## config.mk

```make
export PLATFORM = sky130hd
export DESIGN_NAME = scba_ctrl
export DESIGN_NICKNAME = d
export VERILOG_FILES = /design/src/rtl/scba_pkg.sv /design/src/rtl/scba_ctrl.sv
export SDC_FILE = /design/constraint.sdc
export NUM_CORES = 1
export LEC_CHECK = 0
export BUFFER_PORTS_ARGS = -buffer_cell sky130_fd_sc_hd__buf_2
export CORE_AREA = 2 2 39 41
export CTS_CLUSTER_DIAMETER = 80
export DETAILED_ROUTE_END_ITERATION = 10
export DIE_AREA = 0 0 41 43
export RECOVER_POWER = 50
export REMOVE_ABC_BUFFERS = 1
export SLEW_MARGIN = 10
export SYNTH_ARGS = -nofsm -noshare
export SYNTH_HDL_FRONTEND = slang
export SYNTH_SLANG_ARGS = --single-unit
```

## constraint.sdc

```tcl
create_clock -name clk -period 1.4 [get_ports clk]
set_clock_uncertainty 0.1 [all_clocks]
set_input_delay 0.14 -clock clk [delete_from_list [all_inputs] [get_ports clk]]
set_output_delay 0.14 -clock clk [all_outputs]
set_load 0.01 [all_outputs]
```

## src/rtl/scba_pkg.sv

```systemverilog
// Shared types, widths and codes for the size-class block allocator.
// No dependencies; every other file of the block imports this package.
package scba_pkg;

  localparam int ARENA_GRANULES_DEF = 65536;
  localparam int NUM_CLASSES_DEF    = 14;

  localparam int ADDR_W    = 48;
  localparam int SIZE_W    = 32;
  localparam int LIMIT_W   = 21;
  localparam int STATUS_W  = 3;
  localparam int OUT_CLS_W = 4;
  localparam int CLS_W     = 5;
  localparam int CFG_IDX_W = 1;
  localparam int HDR_BYTES = 16;

  localparam logic [LIMIT_W-1:0] LIMIT_RESET = 21'h100000;

  typedef enum logic [STATUS_W-1:0] {
    ST_CARVED    = 3'd0,
    ST_RECYCLED  = 3'd1,
    ST_TOO_LARGE = 3'd2,
    ST_NO_SPACE  = 3'd3,
    ST_FREED     = 3'd4,
    ST_FOREIGN   = 3'd5,
    ST_NULL      = 3'd6
  } status_t;

  typedef enum logic {
    FN_ALLOC = 1'b0,
    FN_FREE  = 1'b1
  } func_t;

  typedef enum logic [CFG_IDX_W-1:0] {
    REG_ARENA_BASE  = 1'b0,
    REG_ARENA_LIMIT = 1'b1
  } cfg_reg_t;

  typedef struct packed {
    logic clear_wr;
    logic load_req;
    logic exec1;
    logic exec2;
    logic out_live;
    logic out_held;
  } cmd_t;

  typedef struct packed {
    logic clear_done;
    logic out_free;
  } sts_t;

  // Largest request size that fits class c once the header is added.
  function automatic logic [SIZE_W-1:0] class_cap(input int c);
    logic [SIZE_W:0] cap;
    cap = (33'(HDR_BYTES) << c) - 33'(HDR_BYTES);
    return cap[SIZE_W-1:0];
  endfunction

endpackage

```

## src/rtl/scba_ctrl.sv

```systemverilog
// Sequencer for the allocator: tag clearing pass, two execute steps, result hold.
// Depends on scba_pkg for the command and status structs.
module scba_ctrl (
  input  logic          clk,
  input  logic          rst,
  input  logic          in_valid,
  output logic          in_ready,
  input  scba_pkg::sts_t sts,
  output scba_pkg::cmd_t cmd
);
  import scba_pkg::*;

  typedef enum logic [2:0] {
    S_CLEAR,
    S_IDLE,
    S_EXEC1,
    S_EXEC2,
    S_WAIT
  } state_t;

  state_t state;
  logic   accept;

  always_comb begin
    case (state)
      S_IDLE:          in_ready = 1'b1;
      S_EXEC2, S_WAIT: in_ready = sts.out_free;
      default:         in_ready = 1'b0;
    endcase
    accept       = in_valid && in_ready;
    cmd.clear_wr = (state == S_CLEAR);
    cmd.load_req = accept;
    cmd.exec1    = (state == S_EXEC1);
    cmd.exec2    = (state == S_EXEC2);
    cmd.out_live = (state == S_EXEC2) && sts.out_free;
    cmd.out_held = (state == S_WAIT) && sts.out_free;
  end

  always_ff @(posedge clk) begin
    if (rst) begin
      state <= S_CLEAR;
    end else begin
      case (state)
        S_CLEAR: begin
          if (sts.clear_done) state <= S_IDLE;
        end
        S_IDLE: begin
          if (accept) state <= S_EXEC1;
        end
        S_EXEC1: begin
          state <= S_EXEC2;
        end
        S_EXEC2, S_WAIT: begin
          if (sts.out_free) state <= accept ? S_EXEC1 : S_IDLE;
          else state <= S_WAIT;
        end
        default: begin
          state <= S_CLEAR;
        end
      endcase
    end
  end

endmodule

```

==> summary.txt, run 1 <==
Clock network
  – CTS clk-pin slew, worst paths: 0.04 ns
  – Worst skew pair latency: between 0.2 and 0.25 ns
  – Htree depth: 1
  – Hold_buf cts: 0
  – CTS buffer count: 3
  – Root Driver: clkbuf_4
  – Clk buf depth: 2
  – CTS tree: yes
  – Clk sinks: 3

Timing
  – Setup violators final: 2
  – Slew margin rel.: 86.3%
  – F_max: 0.693 GHz
  – Endpoints failing hold: 0
  – Period utilisation layout: 103%
  – Setup ws final: -0.0427 ns
  – Setup TNS: -0.0565 ns
  – Crit path time final: between 1 and 1.5 ns
  – RSZ-0062 raised after global routing: yes
  – Worst-Margin Slew: 0.203 ns
  – Max-slew violations: 0

Synthesis
  – Post-synthesis sequential area ratio: 21.8%
  – Most common cell in the synthesized netlist: dfxtp_1
  – Synth Area per Inst: approximately 8.6 sq um
  – Synth area leaders: dfxtp_1, a221oi_2, buf_6, nor3b_1, nor2b_4
  – Post-Syn Area: 275 sq um
  – Synth Flop Type: dfxtp_1
  – EDFF count, synth: 0
  – #FFs+latches synth: 3
  – Synth Instances: 32
  – Ys Warns: 0
  – Largest area contributor in the netlist: dfxtp_1
  – Cell variety after synth: 21
  – Synth top area share: between 20% and 30%
  – Share of flip-flops with an asynchronous set or reset: 0%

Cells and area
  – Most flops, register: state
  – Multi-input gate area: 189 sq um
  – Fin cells: 66
  – Final nets: 56
  – Layout area overhead: 50.0%
  – Largest registers: state x3
  – Max reg flops: 3
  – Register area: 66.3 sq um
  – Fillers: 159
  – Cell area after layout: 413 sq um
  – Share of cells above drive strength 1: 64.0%
  – Antenna Cells: 0

Route
  – Remaining DRCs: 0
  – Initial DRC Count: 7
  – Routed len/inst: 10.8 microns
  – Drt pass-1 iters: 4
  – Post-DR vias/cell: 4.50
  – Final ANT Viol Nets: 0
  – Vias: about 300
  – Drt total wl: 712 microns

Run status
  – Status: complete, but fails checks
  – Violated checks: negative setup slack

Placed design
  – Worst slack, placed: 0.0494 ns
  – IO buf count: 11
  – Post-DP Area: 350 sq um
  – Gpl congestion: slightly above 0.8
  – DP HPWL: a little over 500 microns
  – Placed cells: 60

Power
  – Worst IR Drop VDD: ~0.4 mV
  – Total Power: around 0.00036 W
  – Pwr dens: 880 nW/um^2
  – Leakage: around 0.2 nW

Floorplan
  – Horiz. Die Dim: about 41 microns
  – Die height: between 40 and 50 microns
  – Core area: 1380 sq um
  – Initial Utilization: 19.9%
  – Core Rows: 14
  – Die ar.: ~1800 sq um
  – Top Ports: 12

Critical path
  – Setup CP Type: reg -> out
  – CP arrival: 1.20 ns
  – Critical-path cell list: and4bb_2 > or2_4 > buf_6
  – Worst R2R Path Depth: 4
  – WP buf/inv: 1
  – Crit-path max FO: 5
  – Worst setup SP type: register
  – CP endpoint kind: primary output
  – Number of cells on the critical path: 3
  – CP delay by family, top: simple AND/OR/NAND/NOR gates
  – Worst path slowest cell: dfxtp_4
  – Slowest stage delay, CP: ~0.36 ns
  – Worst path required time: 1.16 ns
  – Reg2Reg Setup Slack: approximately 0.070 ns

GRT
  – First-pass GRT wire length: around 1200 microns
  – GRT Residual Overflow: 0
  – Antenna violations before repair: 0
  – Largest net degree at the start of global routing: 7
  – Number of global-route vias before repair: between 200 and 300
  – GRT Total Usage: 10.3%

Hold path
  – Min-delay worst type: in -> reg
  – Hold Path Cell Cnt: 2

Flow run
  – Number of max-cap violations: 0
-- per-stage QoR --
step | util, % | hold slack [ns]
floorplan | - | 0.106
global placement | 25.3 | 0.260
detailed placement | 25.3 | 0.260
CTS | 30.0 | 0.00389
global route | 29.8 | 0.00573
finish | 29.8 | 0.00687
-- power by group --
group	internal, W	switching (W)	total (W)	leakage [nW]
logic	0.0000601	0.0000513	0.000111	0.154
registers	0.0000923	0.00000711	0.0000994	0.0261
clock network	0.000107	0.0000457	0.000153	0.0150
-- routing by layer --
layer	global-route usage, %	share of wire (%)	vias up
met5	0	0	-
met4	8.00	0	0
met3	4.71	7.3	0
met2	14.1	47	16
met1	11.8	46	129
li1	-	-	152
-- what timing repair did --
| action | 4_1_cts | 5_1_grt |
|---|---|---|
| endpoints found under the setup margin | 3 | 4 |
| setup buffers | 2 | 0 |
| pin swaps | 4 | 3 |
| gates resized for setup | 8 | 0 |
-- final timing paths --
kind	startpoint	endpoint
max	state[1]$_SDFFE_PP0P_	in_ready
max reg2reg	state[1]$_SDFFE_PP0P_	state[1]$_SDFFE_PP0P_
min	rst	state[1]$_SDFFE_PP0P_
min reg2reg	state[2]$_SDFFE_PP0P_	state[0]$_SDFFE_PP0P_
-- kinds of logic (layout without fill, tap and decap cells) --
| group | count (synthesis) | count (layout) | share of synthesized area [%] |
|---|---|---|---|
| buffers and inverters | 4 | 22 | 12.3 |
| and+or+nand+nor | 17 | 17 | 41.4 |
| DFF | 3 | 3 | 21.8 |
| AOI/OAI and AO/OA | 8 | 8 | 24.5 |
-- final cells by class --
| cell class | instances | share of cell area, % |
|---|---|---|
| Multi-Input combinational cell | 25 | 45.8 |
| Tap cell | 16 | 4.85 |
| Sequential cell | 3 | 16.1 |
| Inverter | 1 | 0.909 |
| Clock buffer | 4 | 6.36 |
| Timing Repair Buffer | 17 | 26.1 |
-- cell usage in the layout, fill, tap and decap left out, drive strengths merged --
cell / netlist / layout
o21a: 1 / 1
nor2: 3 / 3
o21ai: 1 / 1
nor3: 2 / 2
and2: 2 / 2
dfxtp: 3 / 3
clkbuf: 0 / 6
inv: 1 / 1
and4bb: 1 / 1
or3: 1 / 1
and3b: 1 / 1
a21oi: 2 / 2
a221oi: 2 / 2
or2: 2 / 2
nand2: 2 / 2
buf: 3 / 15
nor2b: 1 / 1
a211o: 1 / 1
nor3b: 2 / 2
a31oi: 1 / 1
(Power assumes the default switching activity.)
==> run 2: changes to the inputs <==
- RECOVER_POWER: 50 -> default
==> summary.txt, run 2 (same netlist as run 1, synthesis figures left out) <==
Timing
  – F_max: 0.693 GHz (about the same)
  – Max-slew violations: 0 (unchanged)
  – Period utilisation layout: 103% (about the same)
  – Setup violators final: 2 (unchanged)
  – RSZ-0062 raised after global routing: yes
  – Endpoints failing hold: 0 (unchanged)
  – Slew margin rel.: 86.2% (-0.10 points)
  – Setup TNS: -0.0525 ns (+0.00404 ns)
  – Crit path time final: 1.44 ns (+0.00000400 ns)
  – Worst-Margin Slew: 0.205 ns (+0.00154 ns)
  – Setup ws final: -0.0428 ns (-0.00000400 ns)

Clock network
  – CTS tree: yes
  – Clk buf depth: 2 (unchanged)
  – CTS buffer count: 3 (unchanged)
  – CTS clk-pin slew, worst paths: 0.04 ns (about the same)
  – Worst skew pair latency: 0.23 ns (about the same)
  – Clk sinks: 3 (unchanged)
  – Htree depth: 1 (unchanged)
  – Hold_buf cts: 0 (unchanged)
  – Root Driver: clkbuf_4

Route
  – Vias: 299 (+0.67%)
  – Routed len/inst: 10.8 microns (-0.14%)
  – Remaining DRCs: 0 (unchanged)
  – Final ANT Viol Nets: 0 (unchanged)
  – Post-DR vias/cell: 4.53 (+0.67%)
  – Drt total wl: 711 microns (-0.14%)
  – Initial DRC Count: 7 (unchanged)
  – Drt pass-1 iters: 4 (unchanged)

Critical path
  – Slowest stage delay, CP: 0.36 ns (about the same)
  – Worst path slowest cell: dfxtp_4
  – CP delay by family, top: simple AND/OR/NAND/NOR gates
  – Worst setup SP type: register
  – Crit-path max FO: 5 (unchanged)
  – CP endpoint kind: primary output
  – Setup CP Type: reg -> out
  – WP buf/inv: 1 (unchanged)
  – Critical-path cell list: and4bb_2 > or2_4 > buf_6
  – Worst path required time: 1.16 ns (about the same)
  – CP arrival: 1.20 ns (about the same)

Power
  – Power share of the clock group: 41.7% (-0.3 points)
  – Pwr dens: 878 nW/um^2 (-0.19%)
  – Logic pwr share: 31.0% (+0.3 points)
  – Worst IR Drop VDD: 0.410 mV (-0.22%)
  – Internal: 0.000261 W (+0.68%)
  – Net Sw Frac: 28.5% (-0.19 points)
  – Leakage: 0.196 nW (+0.83%)
  – Sequential power share: 27.3% (about the same)
  – Switch Pwr: 0.000104 W (-0.24%)

Run status
  – Violated checks: negative setup slack
  – Status: complete, but fails checks

Hold path
  – Min-delay worst type: in -> reg

Cells and area
  – Share of cells above drive strength 1: 64.0% (unchanged)
  – Commonest cells after routing, fill and taps aside: buf_2, buf_4, clkbuf_4
  – Antenna Cells: 0 (unchanged)
  – Final nets: 56 (unchanged)
  – Max reg flops: 3 (unchanged)
  – Layout area overhead: 50.9%
  – Fillers: 159 (unchanged)
  – Commonest non-fill, non-tap cell in the layout: buf_2
  – Largest registers: state x3
  – Most flops, register: state
  – Cell area after layout: 415 sq um (+0.61%)

Flow run
  – Number of max-cap violations: 0 (unchanged)

Floorplan
  – Die height: 43 microns (unchanged)
  – Die ar.: 1760 sq um (unchanged)
  – Initial Utilization: 19.9% (unchanged)
  – Core Rows: 14 (unchanged)
  – Horiz. Die Dim: 41 microns (unchanged)
  – Core area: 1380 sq um (unchanged)
  – Top Ports: 12 (unchanged)

GRT
  – GRT Total Usage: 10.3% (unchanged)
  – Number of global-route vias before repair: 281 (unchanged)
  – GRT Residual Overflow: 0 (unchanged)
  – First-pass GRT wire length: 1170 microns (unchanged)
  – Antenna violations before repair: 0 (unchanged)
  – Largest net degree at the start of global routing: 7 (unchanged)

Placed design
  – Post-DP Area: 350 sq um (unchanged)
  – Gpl congestion: 0.809 (unchanged)
  – IO buf count: 11 (unchanged)
  – DP HPWL: 516 microns (unchanged)
==> run 2: cell count changes in the layout (fill, tap and decap cells not counted) <==
| cell | change |
|---|---|
| clkbuf_2 | -2 |
| buf_4 | +1 |
| buf_2 | +1 |
==> run 2: metrics by stage <==
step	setup slack (ns)	hold WS, ns	util, %	std cells	power, W
floorplan	0.136	0.106	-	29	0.000158
global placement	0.0809	0.260	25.3	60	0.000198
detailed placement	0.0494	0.260	25.3	60	0.000198
CTS	-0.0449	0.00389	30.0	66	0.000371
global route	-0.0863	0.00573	30.0	66	0.000399
finish	-0.0428	0.00891	30.0	66	0.000365
==> run 2: worst reg2reg max path, cell delays in order, from the launching register on <==
cell      delay, ns
dfxtp_4        0.35
buf_4          0.13
and2_1         0.15
a211o_1        0.26
a221oi_2       0.24
==> run 2: worst paths after layout <==
path,from,endpoint,slack [ns],depth (start not counted)
setup / recovery,state[1]$_SDFFE_PP0P_,in_ready,-0.04,3
hold / removal,rst,state[0]$_SDFFE_PP0P_,0.009,2
setup reg to reg,state[1]$_SDFFE_PP0P_,state[1]$_SDFFE_PP0P_,0.07,4
hold reg to reg,state[2]$_SDFFE_PP0P_,state[0]$_SDFFE_PP0P_,0.52,2
==> run 2: what timing repair did <==
item                       CTS  global route
cloned                       0             0
setup buffers                2             0
gates resized for setup      8             0
pin swaps                    4             3
setup endpoints to repair    3             4
==> run 2: layer usage <==
metal	wire (microns)	global-route usage [%]
met1	332	11.8
met2	335	14.1
met3	43	4.71
met4	0	8.00
met5	0	0
==> run 2: cell type report <==
type                       count  area (sq um)  area share, %
sequential                     3          66.3           16.0
multi-input combinational     25           189           45.5
clock buffer                   4          26.3           6.33
inverter                       1          3.75          0.904
tap                           16          20.0           4.82
timing repair buffer          17           110           26.5
==> run 2: power groups by stage <==
stage | Combinational [W] | Clock (W) | Sequential (W)
after floorplan | 0.0000566 | 0 | 0.000102
after CTS | 0.000113 | 0.000158 | 0.0000989
after detailed placement | 0.0000983 | 0 | 0.000100
after global routing | 0.000125 | 0.000174 | 0.000100
after global placement | 0.0000981 | 0 | 0.0000996
final | 0.000113 | 0.000152 | 0.0000995
==> run 3: changes to the inputs <==
- ABC_AREA: default -> 1
==> summary.txt, run 3 <==
Timing
  – Endpoints failing hold: 0 (unchanged)
  – Max-slew violations: 0 (unchanged)
  – Setup ws final: 0.0310 ns (+0.0737 ns)
  – Slew margin rel.: 90.4% (+4.2 points)
  – Crit path time final: 1.37 ns (-0.0737 ns)
  – Setup violators final: 0 (-2)
  – F_max: 0.730 GHz (+5.4%)
  – Worst-Margin Slew: 0.142 ns (-0.0623 ns)
  – Period utilisation layout: 97.8% (-5.3 points)
  – RSZ-0062 raised after global routing: yes

Route
  – Vias: 328 (+9.7%)
  – Final ANT Viol Nets: 0 (unchanged)
  – Drt pass-1 iters: 4 (unchanged)
  – Remaining DRCs: 0 (unchanged)
  – Post-DR vias/cell: 4.05 (-11%)
  – Routed len/inst: 8.33 microns (-23%)
  – Drt total wl: 675 microns (-5.1%)
  – Initial DRC Count: 2 (-5)

Synthesis
  – Synth Flop Type: dfxtp_1
  – Ys Warns: 0 (unchanged)
  – Synth area leaders: dfxtp_1, inv_1, nand2_1, nor2_1, nand2_2
  – Cell variety after synth: 14 (-33%)
  – Synth Area per Inst: 5.67 sq um (-34%)
  – Post-Syn Area: 244 sq um (-11%)
  – Most common cell in the synthesized netlist: inv_1
  – Largest area contributor in the netlist: dfxtp_1
  – Synth top area share: 24.6% (+2.8 points)
  – Post-synthesis sequential area ratio: 24.6% (+2.8 points)
  – Synth Instances: 43 (+34%)
  – Share of flip-flops with an asynchronous set or reset: 0% (unchanged)
  – EDFF count, synth: 0 (unchanged)
  – #FFs+latches synth: 3 (unchanged)
  – Top cells by count, synth: inv_1, nand2_1, nor2_1

Critical path
  – R2R Path End: state[1]$_SDFFE_PP0P_
  – CP endpoint kind: primary output
  – Slowest stage delay, CP: 0.36 ns (about the same)
  – Most common cell on crit path: nand2_2
  – Worst path slowest cell: dfxtp_4
  – Worst path required time: 1.16 ns (about the same)
  – Crit. Startpoint: state[0]$_SDFFE_PP0P_
  – Crit-path max FO: 6 (+1)
  – CP arrival: 1.13 ns (-0.07 ns)
  – Reg2Reg Setup Slack: 0.10 ns (+0.03 ns)
  – Setup CP Type: reg -> out
  – Critical-path cell list: nor2_4 > nand2_2 > nand2_2 > nand2_2 > nand2_2 > nand2_2 > inv_2 > buf_6
  – Worst Setup EP: cmd[4]
  – Worst setup SP type: register
  – R2r startpoint: state[0]$_SDFFE_PP0P_
  – Worst R2R Path Depth: 8 (+4)

Power
  – Worst IR Drop VDD: 0.355 mV (-13%)
  – Leakage: 0.252 nW (+28%)
  – Pwr dens: 889 nW/um^2 (+1.2%)

Cells and area
  – Layout area overhead: 74.4%
  – Final Util: 30.7% (+0.72 points)
  – Commonest cells after routing, fill and taps aside: buf_2, inv_1, nor2_1, nand2_1, buf_4
  – Share of cells above drive strength 1: 50.8% (-13 points)
  – Largest registers: state x3
  – Fin cells: 81 (+23%)
  – Antenna Cells: 0 (unchanged)
  – Final nets: 71 (+27%)
  – Most flops, register: state
  – Commonest non-fill, non-tap cell in the layout: buf_2
  – Max reg flops: 3 (unchanged)

Clock network
  – Htree depth: 1 (unchanged)
  – Worst skew pair latency: 0.23 ns (about the same)
  – CTS clk-pin slew, worst paths: 0.03 ns (about the same)
  – Clk buf depth: 2 (unchanged)
  – Root Driver: clkbuf_4
  – CTS tree: yes
  – Clk sinks: 3 (unchanged)
  – CTS buffer count: 3 (unchanged)

Hold path
  – Hold Path Cell Cnt: 3 (+1)
  – Min-delay worst type: in -> reg

Floorplan
  – Core area: 1380 sq um (unchanged)
  – Die ar.: 1760 sq um (unchanged)
  – Die height: 43 microns (unchanged)
  – Initial Utilization: 17.6% (-2.3 points)
  – Horiz. Die Dim: 41 microns (unchanged)
  – Core Rows: 14 (unchanged)
  – Top Ports: 12 (unchanged)

GRT
  – First-pass GRT wire length: 890 microns (-24%)
  – Largest net degree at the start of global routing: 7 (unchanged)
  – Antenna violations before repair: 0 (unchanged)
  – Number of global-route vias before repair: 251 (-11%)
  – GRT Residual Overflow: 0 (unchanged)
  – GRT Total Usage: 8.31% (-2.0 points)

Placed design
  – Placed cells: 69 (+15%)
  – DP HPWL: 441 microns (-15%)
  – Worst slack, placed: 0.158 ns (+0.109 ns)
  – IO buf count: 11 (unchanged)
  – Gpl congestion: 0.674 (-17%)

Flow run
  – Number of max-cap violations: 0 (unchanged)

Run status
  – Status: finished clean
[run 3: cell types whose count changed in the layout (fill, tap and decap cells not counted), moves of 2 or more]
cell / delta
nand3_1: +3
nor2_1: +5
inv_1: +7
buf_4: +2
nand2_2: +5
and2_1: -2
nand2_1: +5
inv_2: +2
a221oi_2: -2
[run 3: critical path, delay by kind of cell, from the launching register on]
family / cells / cell delay (ns)
and+or+nand+nor: 6 / 0.42
buffers and inverters: 2 / 0.13
DFF: 1 / 0.36
[run 3: worst min path at each step]
stage | startpoint | to | slack (ns)
2_1_floorplan | rst | state[2]$_SDFFE_PP0P_ | 0.11
3_3_place_gp | rst | state[2]$_SDFFE_PP0P_ | 0.22
3_5_place_dp | rst | state[2]$_SDFFE_PP0P_ | 0.22
4_1_cts | sts[0] | state[0]$_SDFFE_PP0P_ | 0.1
5_1_grt | sts[0] | state[0]$_SDFFE_PP0P_ | 0.14
6_report | sts[0] | state[0]$_SDFFE_PP0P_ | 0.11
[run 3: cell type report]
class / count / area [sq um]
fill: 172 / 958
multi-input combinational: 29 / 149
timing repair buffer: 19 / 124
sequential: 3 / 68.8
inverter: 10 / 37.5
clock buffer: 4 / 26.3
tap: 16 / 20.0
[run 3: routing by layer]
| metal | share of wire (%) | track usage [%] | wire, microns |
|---|---|---|---|
| met1 | 35 | 7.32 | 237 |
| met2 | 54 | 12.2 | 367 |
| met3 | 10 | 4.71 | 69 |
| met4 | 0 | 8.00 | 0 |
| met5 | 0 | 0 | 0 |
[run 3: logic make-up (layout without fill, tap and decap cells)]
group	after synthesis	in the layout	synth area share, %
DFF	3	3	24.6
buffers and inverters	11	33	18.5
AOI/OAI and AO/OA	2	2	4.10
and+or+nand+nor	27	27	52.8
[run 3: per-stage QoR]
stage	total power (W)	area, sq um	hold slack [ns]	TNS (ns)
finish	0.000378	425	0.113	0
global route	0.000407	425	0.138	-0.0426
CTS	0.000370	389	0.0998	0
detailed placement	0.000190	312	0.218	0
global placement	0.000188	312	0.217	0
floorplan	0.000160	236	0.112	0
[run 3: what timing repair did]
| action | 4_1_cts | 5_1_grt |
|---|---|---|
| pin swaps | 2 | 2 |
| hold buffers | 1 | 0 |
| buffers inserted | 4 | 3 |
| endpoints found under the setup margin | 2 | 1 |
| gates resized for setup | 6 | 5 |
| endpoints found under the hold margin | 1 | 0 |
[run 3: report_power, final]
group	total [W]	switching [W]	internal [W]
Combinational	0.000123	0.0000596	0.0000631
Clock	0.000150	0.0000432	0.000107
Sequential	0.000106	0.0000126	0.0000932
Total	0.000378	0.000115	0.000263
